<file path="src/rtl/fmcb_pkg.sv">
// ----------------------------------------------------------------------------
// fmcb_pkg
// Shared types and constants of the FM-index checkpoint builder: beat
// structures, record types, register indexes and parameter defaults.
// ----------------------------------------------------------------------------
package fmcb_pkg;

  localparam int MAX_SYMBOLS_DEF = 27;
  localparam int COUNT_BITS_DEF  = 32;

  localparam logic [10:0] GAP_MAX = 11'd1024;

  localparam logic [1:0] REC_CHECKPOINT = 2'd0;
  localparam logic [1:0] REC_CUMULATIVE = 2'd1;
  localparam logic [1:0] REC_ERROR      = 2'd2;

  localparam logic REG_ALPHA_SIZE     = 1'b0;
  localparam logic REG_CHECKPOINT_GAP = 1'b1;

  typedef struct packed {
    logic [4:0] symbol;
    logic       final_req;
  } sym_beat_t;

  typedef struct packed {
    logic [1:0]  record_type;
    logic [31:0] checkpoint_index;
    logic [4:0]  symbol_code;
    logic [31:0] count;
    logic        run_end;
  } rec_beat_t;

endpackage

</file>
<file path="src/rtl/fmcb_count_store.sv">
// ----------------------------------------------------------------------------
// fmcb_count_store
// Per-symbol occurrence counts in a synchronous memory with a registered read.
// Valid bits per entry make a cleared entry read as zero.
// ----------------------------------------------------------------------------
module fmcb_count_store #(
  parameter int MAX_SYMBOLS = fmcb_pkg::MAX_SYMBOLS_DEF,
  parameter int COUNT_BITS  = fmcb_pkg::COUNT_BITS_DEF,
  localparam int ADDR_W     = $clog2(MAX_SYMBOLS)
) (
  input  logic                  clk,
  input  logic                  rst,
  input  logic                  clear,
  input  logic [ADDR_W-1:0]     rd_addr,
  output logic [COUNT_BITS-1:0] rd_data,
  input  logic                  wr_en,
  input  logic [ADDR_W-1:0]     wr_addr,
  input  logic [COUNT_BITS-1:0] wr_data
);

  logic [COUNT_BITS-1:0] mem [MAX_SYMBOLS];
  logic [MAX_SYMBOLS-1:0] vld;
  logic [COUNT_BITS-1:0] q;
  logic                  q_vld;

  always_ff @(posedge clk) begin
    if (wr_en) begin
      mem[wr_addr] <= wr_data;
    end
    q <= mem[rd_addr];
  end

  always_ff @(posedge clk) begin
    if (rst || clear) begin
      vld   <= '0;
      q_vld <= 1'b0;
    end else begin
      if (wr_en) begin
        vld[wr_addr] <= 1'b1;
      end
      q_vld <= vld[rd_addr];
    end
  end

  assign rd_data = q_vld ? q : '0;

endmodule

</file>
<file path="src/rtl/fm_index_checkpoint_builder.sv">
// Flow: a symbol that yields no record passes through the count update state
// back to idle; an invalid symbol gives its error record from the error state.
// Each checkpoint or cumulative record takes a count memory read, then the
// output register; a checkpoint burst holds alpha_size+1 records and a final
// burst one more, and any output stall holds them. A new symbol beat is taken
// only once the last is through. Reset is synchronous and clears all counts.
// ----------------------------------------------------------------------------
// fm_index_checkpoint_builder
// Counts symbols of a transformed string and emits sampled occurrence count
// checkpoints, error records and the cumulative symbol starts at string end.
// ----------------------------------------------------------------------------
module fm_index_checkpoint_builder #(
  parameter int MAX_SYMBOLS = fmcb_pkg::MAX_SYMBOLS_DEF,
  parameter int COUNT_BITS  = fmcb_pkg::COUNT_BITS_DEF
) (
  input  logic                clk,
  input  logic                rst,
  input  logic                sym_valid,
  output logic                sym_ready,
  input  fmcb_pkg::sym_beat_t sym_data,
  output logic                rec_valid,
  input  logic                rec_ready,
  output fmcb_pkg::rec_beat_t rec_data,
  input  logic                cfg_we,
  input  logic                cfg_index,
  input  logic [10:0]         cfg_data
);

  localparam int ADDR_W = $clog2(MAX_SYMBOLS);
  localparam logic [4:0] ALPHA_MAX = 5'(MAX_SYMBOLS - 1);

  localparam logic [2:0] ST_IDLE = 3'd0;
  localparam logic [2:0] ST_INC  = 3'd1;
  localparam logic [2:0] ST_ERR  = 3'd2;
  localparam logic [2:0] ST_CUM0 = 3'd3;
  localparam logic [2:0] ST_RD   = 3'd4;
  localparam logic [2:0] ST_EMIT = 3'd5;

  function automatic logic [31:0] to32(input logic [COUNT_BITS-1:0] v);
    logic [63:0] w;
    w = 64'(v);
    return w[31:0];
  endfunction

  function automatic logic [COUNT_BITS-1:0] sat_add(input logic [COUNT_BITS-1:0] a,
                                                    input logic [COUNT_BITS-1:0] b);
    logic [COUNT_BITS:0] s;
    s = {1'b0, a} + {1'b0, b};
    return s[COUNT_BITS] ? '1 : s[COUNT_BITS-1:0];
  endfunction

  logic [4:0]  alpha_size;
  logic [10:0] checkpoint_gap;

  logic [2:0]  state, state_next;
  logic [4:0]  sym;
  logic        fin;
  logic [4:0]  alpha_c;
  logic [10:0] gap_c;
  logic [9:0]  gap_phase;
  logic [31:0] ckpt_num;
  logic [ADDR_W-1:0]     k;
  logic                  cum;
  logic [COUNT_BITS-1:0] acc;

  logic                  accept;
  logic                  slot_free;
  logic                  load;
  fmcb_pkg::rec_beat_t   rec_next;
  logic [ADDR_W-1:0]     rd_addr;
  logic [COUNT_BITS-1:0] rd_data;
  logic                  wr_en;
  logic                  clear;
  logic [10:0]           phase_inc;
  logic                  last_k;
  logic [COUNT_BITS-1:0] sum;
  logic [4:0]            alpha_in;
  logic [10:0]           gap_in;

  assign sym_ready = (state == ST_IDLE);
  assign accept    = sym_valid && sym_ready;
  assign slot_free = !rec_valid || rec_ready;
  assign phase_inc = 11'(gap_phase) + 11'd1;
  assign last_k    = (5'(k) == alpha_c);
  assign sum       = sat_add(acc, rd_data);

  always_comb begin
    if (alpha_size == 5'd0) begin
      alpha_in = 5'd1;
    end else if (alpha_size > ALPHA_MAX) begin
      alpha_in = ALPHA_MAX;
    end else begin
      alpha_in = alpha_size;
    end
    if (checkpoint_gap == 11'd0) begin
      gap_in = 11'd1;
    end else if (checkpoint_gap > fmcb_pkg::GAP_MAX) begin
      gap_in = fmcb_pkg::GAP_MAX;
    end else begin
      gap_in = checkpoint_gap;
    end
  end

  assign rd_addr = (state == ST_IDLE) ? ADDR_W'(sym_data.symbol) : k;
  assign wr_en   = (state == ST_INC);
  assign clear   = (state == ST_EMIT) && slot_free && cum && last_k;

  fmcb_count_store #(
    .MAX_SYMBOLS (MAX_SYMBOLS),
    .COUNT_BITS  (COUNT_BITS)
  ) u_store (
    .clk     (clk),
    .rst     (rst),
    .clear   (clear),
    .rd_addr (rd_addr),
    .rd_data (rd_data),
    .wr_en   (wr_en),
    .wr_addr (ADDR_W'(sym)),
    .wr_data ((&rd_data) ? rd_data : rd_data + 1'b1)
  );

  always_comb begin
    state_next = state;
    load       = 1'b0;
    rec_next   = '0;
    case (state)
      ST_IDLE: begin
        if (accept) begin
          state_next = (sym_data.symbol > alpha_in) ? ST_ERR : ST_INC;
        end
      end
      ST_ERR: begin
        if (slot_free) begin
          load                 = 1'b1;
          rec_next.record_type = fmcb_pkg::REC_ERROR;
          rec_next.symbol_code = sym;
          rec_next.run_end     = !fin;
          state_next           = fin ? ST_CUM0 : ST_IDLE;
        end
      end
      ST_INC: begin
        if (phase_inc >= gap_c) begin
          state_next = ST_RD;
        end else if (fin) begin
          state_next = ST_CUM0;
        end else begin
          state_next = ST_IDLE;
        end
      end
      ST_CUM0: begin
        if (slot_free) begin
          load                 = 1'b1;
          rec_next.record_type = fmcb_pkg::REC_CUMULATIVE;
          state_next           = ST_RD;
        end
      end
      ST_RD: begin
        state_next = ST_EMIT;
      end
      ST_EMIT: begin
        if (slot_free) begin
          load = 1'b1;
          if (cum) begin
            rec_next.record_type = fmcb_pkg::REC_CUMULATIVE;
            rec_next.symbol_code = 5'(k) + 5'd1;
            rec_next.count       = to32(sum);
            rec_next.run_end     = last_k;
            state_next           = last_k ? ST_IDLE : ST_RD;
          end else begin
            rec_next.record_type      = fmcb_pkg::REC_CHECKPOINT;
            rec_next.checkpoint_index = ckpt_num;
            rec_next.symbol_code      = 5'(k);
            rec_next.count            = to32(rd_data);
            rec_next.run_end          = last_k && !fin;
            if (last_k) begin
              state_next = fin ? ST_CUM0 : ST_IDLE;
            end else begin
              state_next = ST_RD;
            end
          end
        end
      end
      default: begin
        state_next = ST_IDLE;
      end
    endcase
  end

  always_ff @(posedge clk) begin
    if (rst) begin
      alpha_size     <= 5'd4;
      checkpoint_gap <= 11'd128;
    end else if (cfg_we) begin
      case (cfg_index)
        fmcb_pkg::REG_ALPHA_SIZE:     alpha_size     <= cfg_data[4:0];
        fmcb_pkg::REG_CHECKPOINT_GAP: checkpoint_gap <= cfg_data;
        default: ;
      endcase
    end
  end

  always_ff @(posedge clk) begin
    if (rst) begin
      state     <= ST_IDLE;
      rec_valid <= 1'b0;
      gap_phase <= '0;
      ckpt_num  <= 32'd1;
    end else begin
      state <= state_next;
      if (load) begin
        rec_valid <= 1'b1;
      end else if (rec_ready) begin
        rec_valid <= 1'b0;
      end
      if (state == ST_INC) begin
        gap_phase <= (phase_inc >= gap_c) ? 10'd0 : phase_inc[9:0];
      end
      if (state == ST_EMIT && slot_free && last_k) begin
        if (cum) begin
          gap_phase <= '0;
          ckpt_num  <= 32'd1;
        end else if (ckpt_num != '1) begin
          ckpt_num <= ckpt_num + 32'd1;
        end
      end
    end
  end

  always_ff @(posedge clk) begin
    if (load) begin
      rec_data <= rec_next;
    end
    if (accept) begin
      sym     <= sym_data.symbol;
      fin     <= sym_data.final_req;
      alpha_c <= alpha_in;
      gap_c   <= gap_in;
    end
    case (state)
      ST_INC: begin
        k   <= '0;
        cum <= 1'b0;
      end
      ST_CUM0: begin
        k   <= '0;
        cum <= 1'b1;
        acc <= '0;
      end
      ST_EMIT: begin
        if (slot_free) begin
          acc <= sum;
          if (!last_k) begin
            k <= k + 1'b1;
          end else begin
            k <= '0;
          end
        end
      end
      default: ;
    endcase
  end

`ifndef SYNTHESIS
  a_one_beat_per_item: assert property (@(posedge clk) disable iff (rst)
    (sym_valid && sym_ready) |=> !sym_ready)
    else $error("a second symbol beat was taken while one was in progress");

  a_ckpt_nonzero: assert property (@(posedge clk) disable iff (rst)
    ckpt_num != 32'd0)
    else $error("checkpoint number reached zero");

  a_inc_follows_accept: assert property (@(posedge clk) disable iff (rst)
    (state == ST_INC) |-> ($past(state) == ST_IDLE))
    else $error("count update without a preceding symbol beat");
`endif

endmodule
</file>
<file path="config.mk">
export PLATFORM = sky130hd
export DESIGN_NAME = fm_index_checkpoint_builder
export DESIGN_NICKNAME = d
export VERILOG_FILES = /design/src/rtl/fmcb_pkg.sv /design/src/rtl/fmcb_count_store.sv /design/src/rtl/fm_index_checkpoint_builder.sv
export SDC_FILE = /design/constraint.sdc
export NUM_CORES = 2
export LEC_CHECK = 0
export BUFFER_PORTS_ARGS = -buffer_cell sky130_fd_sc_hd__buf_4
export CORE_MARGIN = 1
export CORE_UTILIZATION = 50
export CTS_CLUSTER_DIAMETER = 30
export DETAILED_ROUTE_END_ITERATION = 10
export GPL_TIMING_DRIVEN = 0
export PLACE_DENSITY = 0.69
export SETUP_SLACK_MARGIN = 0.1
export SKIP_LAST_GASP = 1
export SYNTH_ARGS = -nofsm -noshare
export SYNTH_HDL_FRONTEND = slang
export SYNTH_SLANG_ARGS = --single-unit
</file>
<file path="constraint.sdc">
create_clock -name clk -period 13.2 [get_ports clk]
set_input_delay 3.3 -clock clk [delete_from_list [all_inputs] [get_ports clk]]
set_output_delay 3.3 -clock clk [all_outputs]
set_load 0.005 [all_outputs]
</file>
### Word level (Yosys, flattened, before mapping)

Memory sizes are Yosys's and may differ from the RTL's. A register that Yosys moved wholly into a read port is not among the register bits.
Cells that the tools add are included.
W data, S select, Z words.

* muxes and demuxes: 51
* magnitude comparators: 7
* bitwise operators: 4
* add/subtract/negate cells: 5
* reductions and logical operators: 31
* eq/ne operators: 11

Operators with widths (count)
* $mux W32: 7
* $mux W72: 1
* $add A32 B1 Y32 const B: 2
* $pmux W32 S2: 1
* $mux W10: 4
* $mux W38: 1
* $add A32 B32 Y33: 1
* $ne A32 B32 Y1 const B: 1
* $reduce_and A32 Y1: 1
* $mux W5: 6
* $or A27 B27 Y27: 1
* $mux W3: 8
* $pmux W5 S2: 2
* $pmux W3 S6: 1
* $lt A5 B6 Y1 const B: 2
* $reduce_and A2 Y1: 6
* $add A10 B1 Y11 const B: 1
* $ge A11 B11 Y1: 1
* $gt A11 B11 Y1 const B: 1
* $logic_not A11 Y1: 1
* $mux W1: 11
* $mux W11: 1
* $reduce_bool A2 Y1: 5
* $logic_and A1 B1 Y1: 7
* 23 further kinds: 36

* output and inout bits: 74
* logic and storage cells: 131
* register bits after elaboration: 222
* bits in writable memories: 864
* memories kept: 1

Memory list
* u_store.mem: words 27, bits a word 32, read ports 1, clocked after memory_dff 1, wr ports 1, line fmcb_count_store.sv:21 `logic [COUNT_BITS-1:0] mem [MAX_SYMBOLS];`

### Longest topological paths before layout

* depth in word-level cells: 7
* mapped depth: 18
* depth with buffers taken out: 13

### By module

Synthesis repeated with hierarchy kept, for this count alone.

* cells, all modules: 2977
* area total of the unflattened synthesis: 46234.3 µm²

By module, submodules not included
* fmcb_count_store: instances 1, seq. area each 27146.0 µm², area each 35167.5 µm², cells an instance 1844
* fm_index_checkpoint_builder: instances 1, seq. area each 5205.0 µm², area each 11066.9 µm², cells an instance 1133

### Worst setup path before layout

Ideal clock, no wire load.

* kind: input to register
* from: in rec_ready
* to: reg rec_data[0] (netlist name) (enable)
* arrival: 6.564 ns
* slack: 6.134 ns
* stages: 3
* data required time: 12.698 ns
* cells stage by stage: nor2b_1 clkbuf_1 nor2_1

* longest elaborated chain between the ends: 3

RTL lines
* start: declaration: line fm_index_checkpoint_builder.sv:22 `input logic rec_ready,`
* $logic_or A1 B1 Y1: line fm_index_checkpoint_builder.sv:82 `assign slot_free = !rec_valid || rec_ready;`
* $mux W1: line fm_index_checkpoint_builder.sv:133, fm_index_checkpoint_builder.sv:151, fm_index_checkpoint_builder.sv:161
* $mux W1
* via load: line fm_index_checkpoint_builder.sv:68 `logic load;`
* end signal: assignment: line fm_index_checkpoint_builder.sv:231 `rec_data <= rec_next;`
* end: declaration: line fm_index_checkpoint_builder.sv:23 `output fmcb_pkg::rec_beat_t rec_data,`

The timed path passes the listed nets, and every way through them passes these cells.
A chain may end at the register's enable or synchronous reset.

### Worst setup path after layout

* from: in sym_data[1] (netlist name)
* to: reg u_store.q[16] (read register of u_store.mem)

* longest elaborated chain between the ends: 1

RTL lines
* start: declaration: line fm_index_checkpoint_builder.sv:20 `input fmcb_pkg::sym_beat_t sym_data,`
* $mux W5: line fm_index_checkpoint_builder.sv:104 `assign rd_addr = (state == ST_IDLE) ? ADDR_W'(sym_data.symbol) : k;`
* end: declaration: line fmcb_count_store.sv:23 `logic [COUNT_BITS-1:0] q;`

No other way between the ends.

==> results.md <==
- Worst-Skew Late Latency: 0.78 ns
- Crit path max-delay family: buffers and inverters
- DRT Pass-1 Iters: 6
- Die Wd: 307.8 µm
- Fin. Hold Viols: 0
- CTS tree: done
- RSZ-0062 raised after global routing: no
- Final number of setup-violating endpoints: 0
- CP Capture Type: flop
- Root Driver: clkbuf_16
- Post-DP HPWL: 91100 µm
- Post-Syn Instances: 3759
- Clock Tree Buf Depth: 3
- Antenna diodes: 0
- CTS clk-pin slew, worst paths: 0.05 ns
- Leakage: 20.56 nW
- CP Launch Type: input port
- Outcome: completed
- Yosys Warn Count: 0
- Post-synth top area cell: edfxtp_1
- DRT iter0 DRCs: 3957
- Final TNS setup: 0 ns
- PD cells: 195.2 nW/µm²
- R2R Setup Slk: 8.02 ns
- Crit-path max FO: 10
- # H-tree levels: 4
- Syn Nets: 3835
- Sink Count: 1118
- Port Buffer Count: 96
- Synthesized flop and latch total: 1118
- Placed cells: 5154
- Final period util: 52.31%
- Synth Area in Simple Gates: 15.41%
- Worst slew pin tran: 1.334 ns
- Hold Buf Count CTS: 0
- GR Overflow Total: 0
- Num ports: 97
- Postcts setup bufs: 0
- First-pass GRT wire length: 200700 µm
- Nets: 4186
- Crit path cell chain: buf_4 > mux2i_2 > clkbuf_1 > clkbuf_1 > buf_1 > nand3_1 > nand3_1 > a31oi_1 > nor2_1 > a21oi_1
- Wire length per cell: 24.42 µm
- Most common cell in the netlist: edfxtp_1
- Post-synth EDFFs: 996
- Mux share of post-synthesis cell area: 2.215%
- Mean area per synthesized cell: 12.44 µm²
- Core area: 92220 µm²
- Largest vdd supply drop: 126.8 µV
- Initial Utilization: 50.71%
- Xor/xnor share of the synthesized area: 1.910%
- Setup CP Type: in -> reg
- Largest net degree at the start of global routing: 38
- Vias in the first global route: 32.46k
- Placer Congestion: 0.9341
- Vias/cell: 5.967
- Critical-path top delay cell: mux2i_2
- Total track usage: 28.69%
- Synth Area in Adders: 1.434%
- Largest family of logic cells by synthesized area: simple AND/OR/NAND/NOR gates
- Initial antenna violation count: 4
- WL final: 135000 µm
- Share of cells above drive strength 1: 15.31%
- CP peak stage delay: 0.95 ns
- Post-synthesis sequential area ratio: 69.18%
- Main synth FF type: edfxtp_1
- HP Class: reg -> reg
- DR DRC count: 0
- Mapped cell area: 46760 µm²
- F_max: 0.1448 GHz
- Final Non-Filler Cells: 5528
- Clk_skew: 0.04786 ns
- Post-CTS sizing: 0
- Post-synth cell types: 77
- Post-synth ARST share: 0%
- Die ar.: 94760 µm²
- Final Max Tran Viols: 0
- Die Y: 307.8 µm
- Buf/Inv on CP: 4
- Site row count: 111
- Worst endpoint required time: 13.79 ns
- Synth top cells by count: 996 x edfxtp_1, 831 x nand2_1, 270 x nor2_1, 243 x nand3_1, 213 x a21oi_1
- Fin crit period: 6.904 ns
- Largest cells by area after synthesis: edfxtp_1 64%, nand2_1 6.7%, dfxtp_1 5.2%
- Total number of vias: 32.99k
- TritonCTS Buffers: 197
- Synth top area share: 63.96%
- Synth-to-Final Area Change: 22.50%
- Crit path DAT: 7.50 ns
- DRT antenna net count: 0
- Max-cap violations: 0
- Compound-Gate Fraction of Synth Area: 7.486%
- Rel. slew slack: 11.04%
layout make-up:
class,count,area (µm²)
fillers,6902,34930
flip-flops and latches,1118,32350
multi-input cells,2377,13740
clock buffers,227,5104
repair buffers,152,1740
clock inverters,147,1688
well taps,1243,1555
plain buffers,228,972.2
inverters,36,135.1
cells by family after synthesis:
logic type | Yosys count
buffers and inverters | 264
multiplexers | 55
AND/OR/NAND/NOR | 1622
adder cells (fa/ha/maj) | 53
XOR/XNOR | 102
flip-flops | 1118
AO/OA/AOI/OAI | 545
power by group:
| part | switching [mW] | internal (mW) |
|---|---|---|
| combinational | 1.36 | 0.545 |
| clock | 1.84 | 3.24 |
| sequential | 0.0756 | 4.11 |
| total | 3.28 | 7.90 |
final timing paths:
kind                                           to               from  depth (start not counted)
worst max register to register        rec_data[7]      u_store.q_vld                         18
worst min register to register  checkpoint_gap[2]  checkpoint_gap[2]                          2
worst max-delay path                u_store.q[16]        sym_data[1]                         10
worst min-delay path            checkpoint_gap[2]  checkpoint_gap[2]                          2
layer usage:
metal  global-route usage [%]  part of all wire, %
met2                    45.39                   47
met3                    4.914                  9.9
met4                    15.52                  5.3
met5                        0                    0
met1                    37.93                   38
sequential cells by signal (all words and copies together) (netlist names):
register / cells
k: 5
gap_c: 11
u_store.q: 32
rec_valid: 1
sym: 5
gap_phase: 10
acc: 32
checkpoint_gap: 11
fin: 1
u_store.vld: 27
ckpt_num: 32
state: 3
cum: 1
u_store.q_vld: 1
rec_data: 72
alpha_c: 5
alpha_size: 5
u_store.mem: 864
cells in the final DEF, fill, tap and decap left out, types with 14 or more instances in the layout:
master | synthesis | routed
a2111oi_0 | 26 | 26
a211oi_1 | 57 | 57
a21o_1 | 15 | 15
a21oi_1 | 213 | 213
a311oi_1 | 63 | 63
a31oi_1 | 42 | 42
and2_1 | 62 | 62
and3_1 | 81 | 81
buf_1 | 31 | 31
buf_12 | 0 | 27
buf_2 | 42 | 42
buf_4 | 6 | 102
buf_8 | 1 | 20
bufinv_16 | 0 | 22
clkbuf_1 | 144 | 169
clkbuf_16 | 0 | 198
clkinv_1 | 0 | 24
clkinv_2 | 0 | 25
clkinv_4 | 0 | 20
clkinvlp_4 | 0 | 22
dfxtp_1 | 122 | 122
edfxtp_1 | 996 | 996
ha_1 | 52 | 52
inv_1 | 36 | 36
inv_6 | 0 | 18
mux4_2 | 38 | 38
nand2_1 | 831 | 830
nand3_1 | 243 | 243
nand4_1 | 26 | 26
nor2_1 | 270 | 242
nor2_4 | 0 | 28
nor2b_1 | 20 | 20
nor3_1 | 15 | 15
o21ai_0 | 81 | 81
or3_1 | 14 | 14
xnor2_1 | 45 | 25
xnor2_2 | 0 | 20
xor2_1 | 57 | 51
tightest hold or removal path, cell delays in order (launching register included):
cell     delay (ns)
dfxtp_1        0.31
nand2_1        0.05
a21oi_1        0.05
per-stage QoR:
step                      setup slack (ns)  power (mW)  cell area, µm²  hold slack (ns)  util [%]
after global placement               4.823       5.988           49040           0.4489     53.18
after global routing                 6.311       11.48           57290           0.4934     62.12
final                                6.296       11.18           57290           0.4662     62.12
after CTS                            6.434       11.16           57290           0.4700     62.12
after floorplan                      6.134       5.278           46760           0.4401         -
after detailed placement             5.630       6.091           50490           0.4582     54.76
Note: power is estimated with default switching activity, not from simulation.
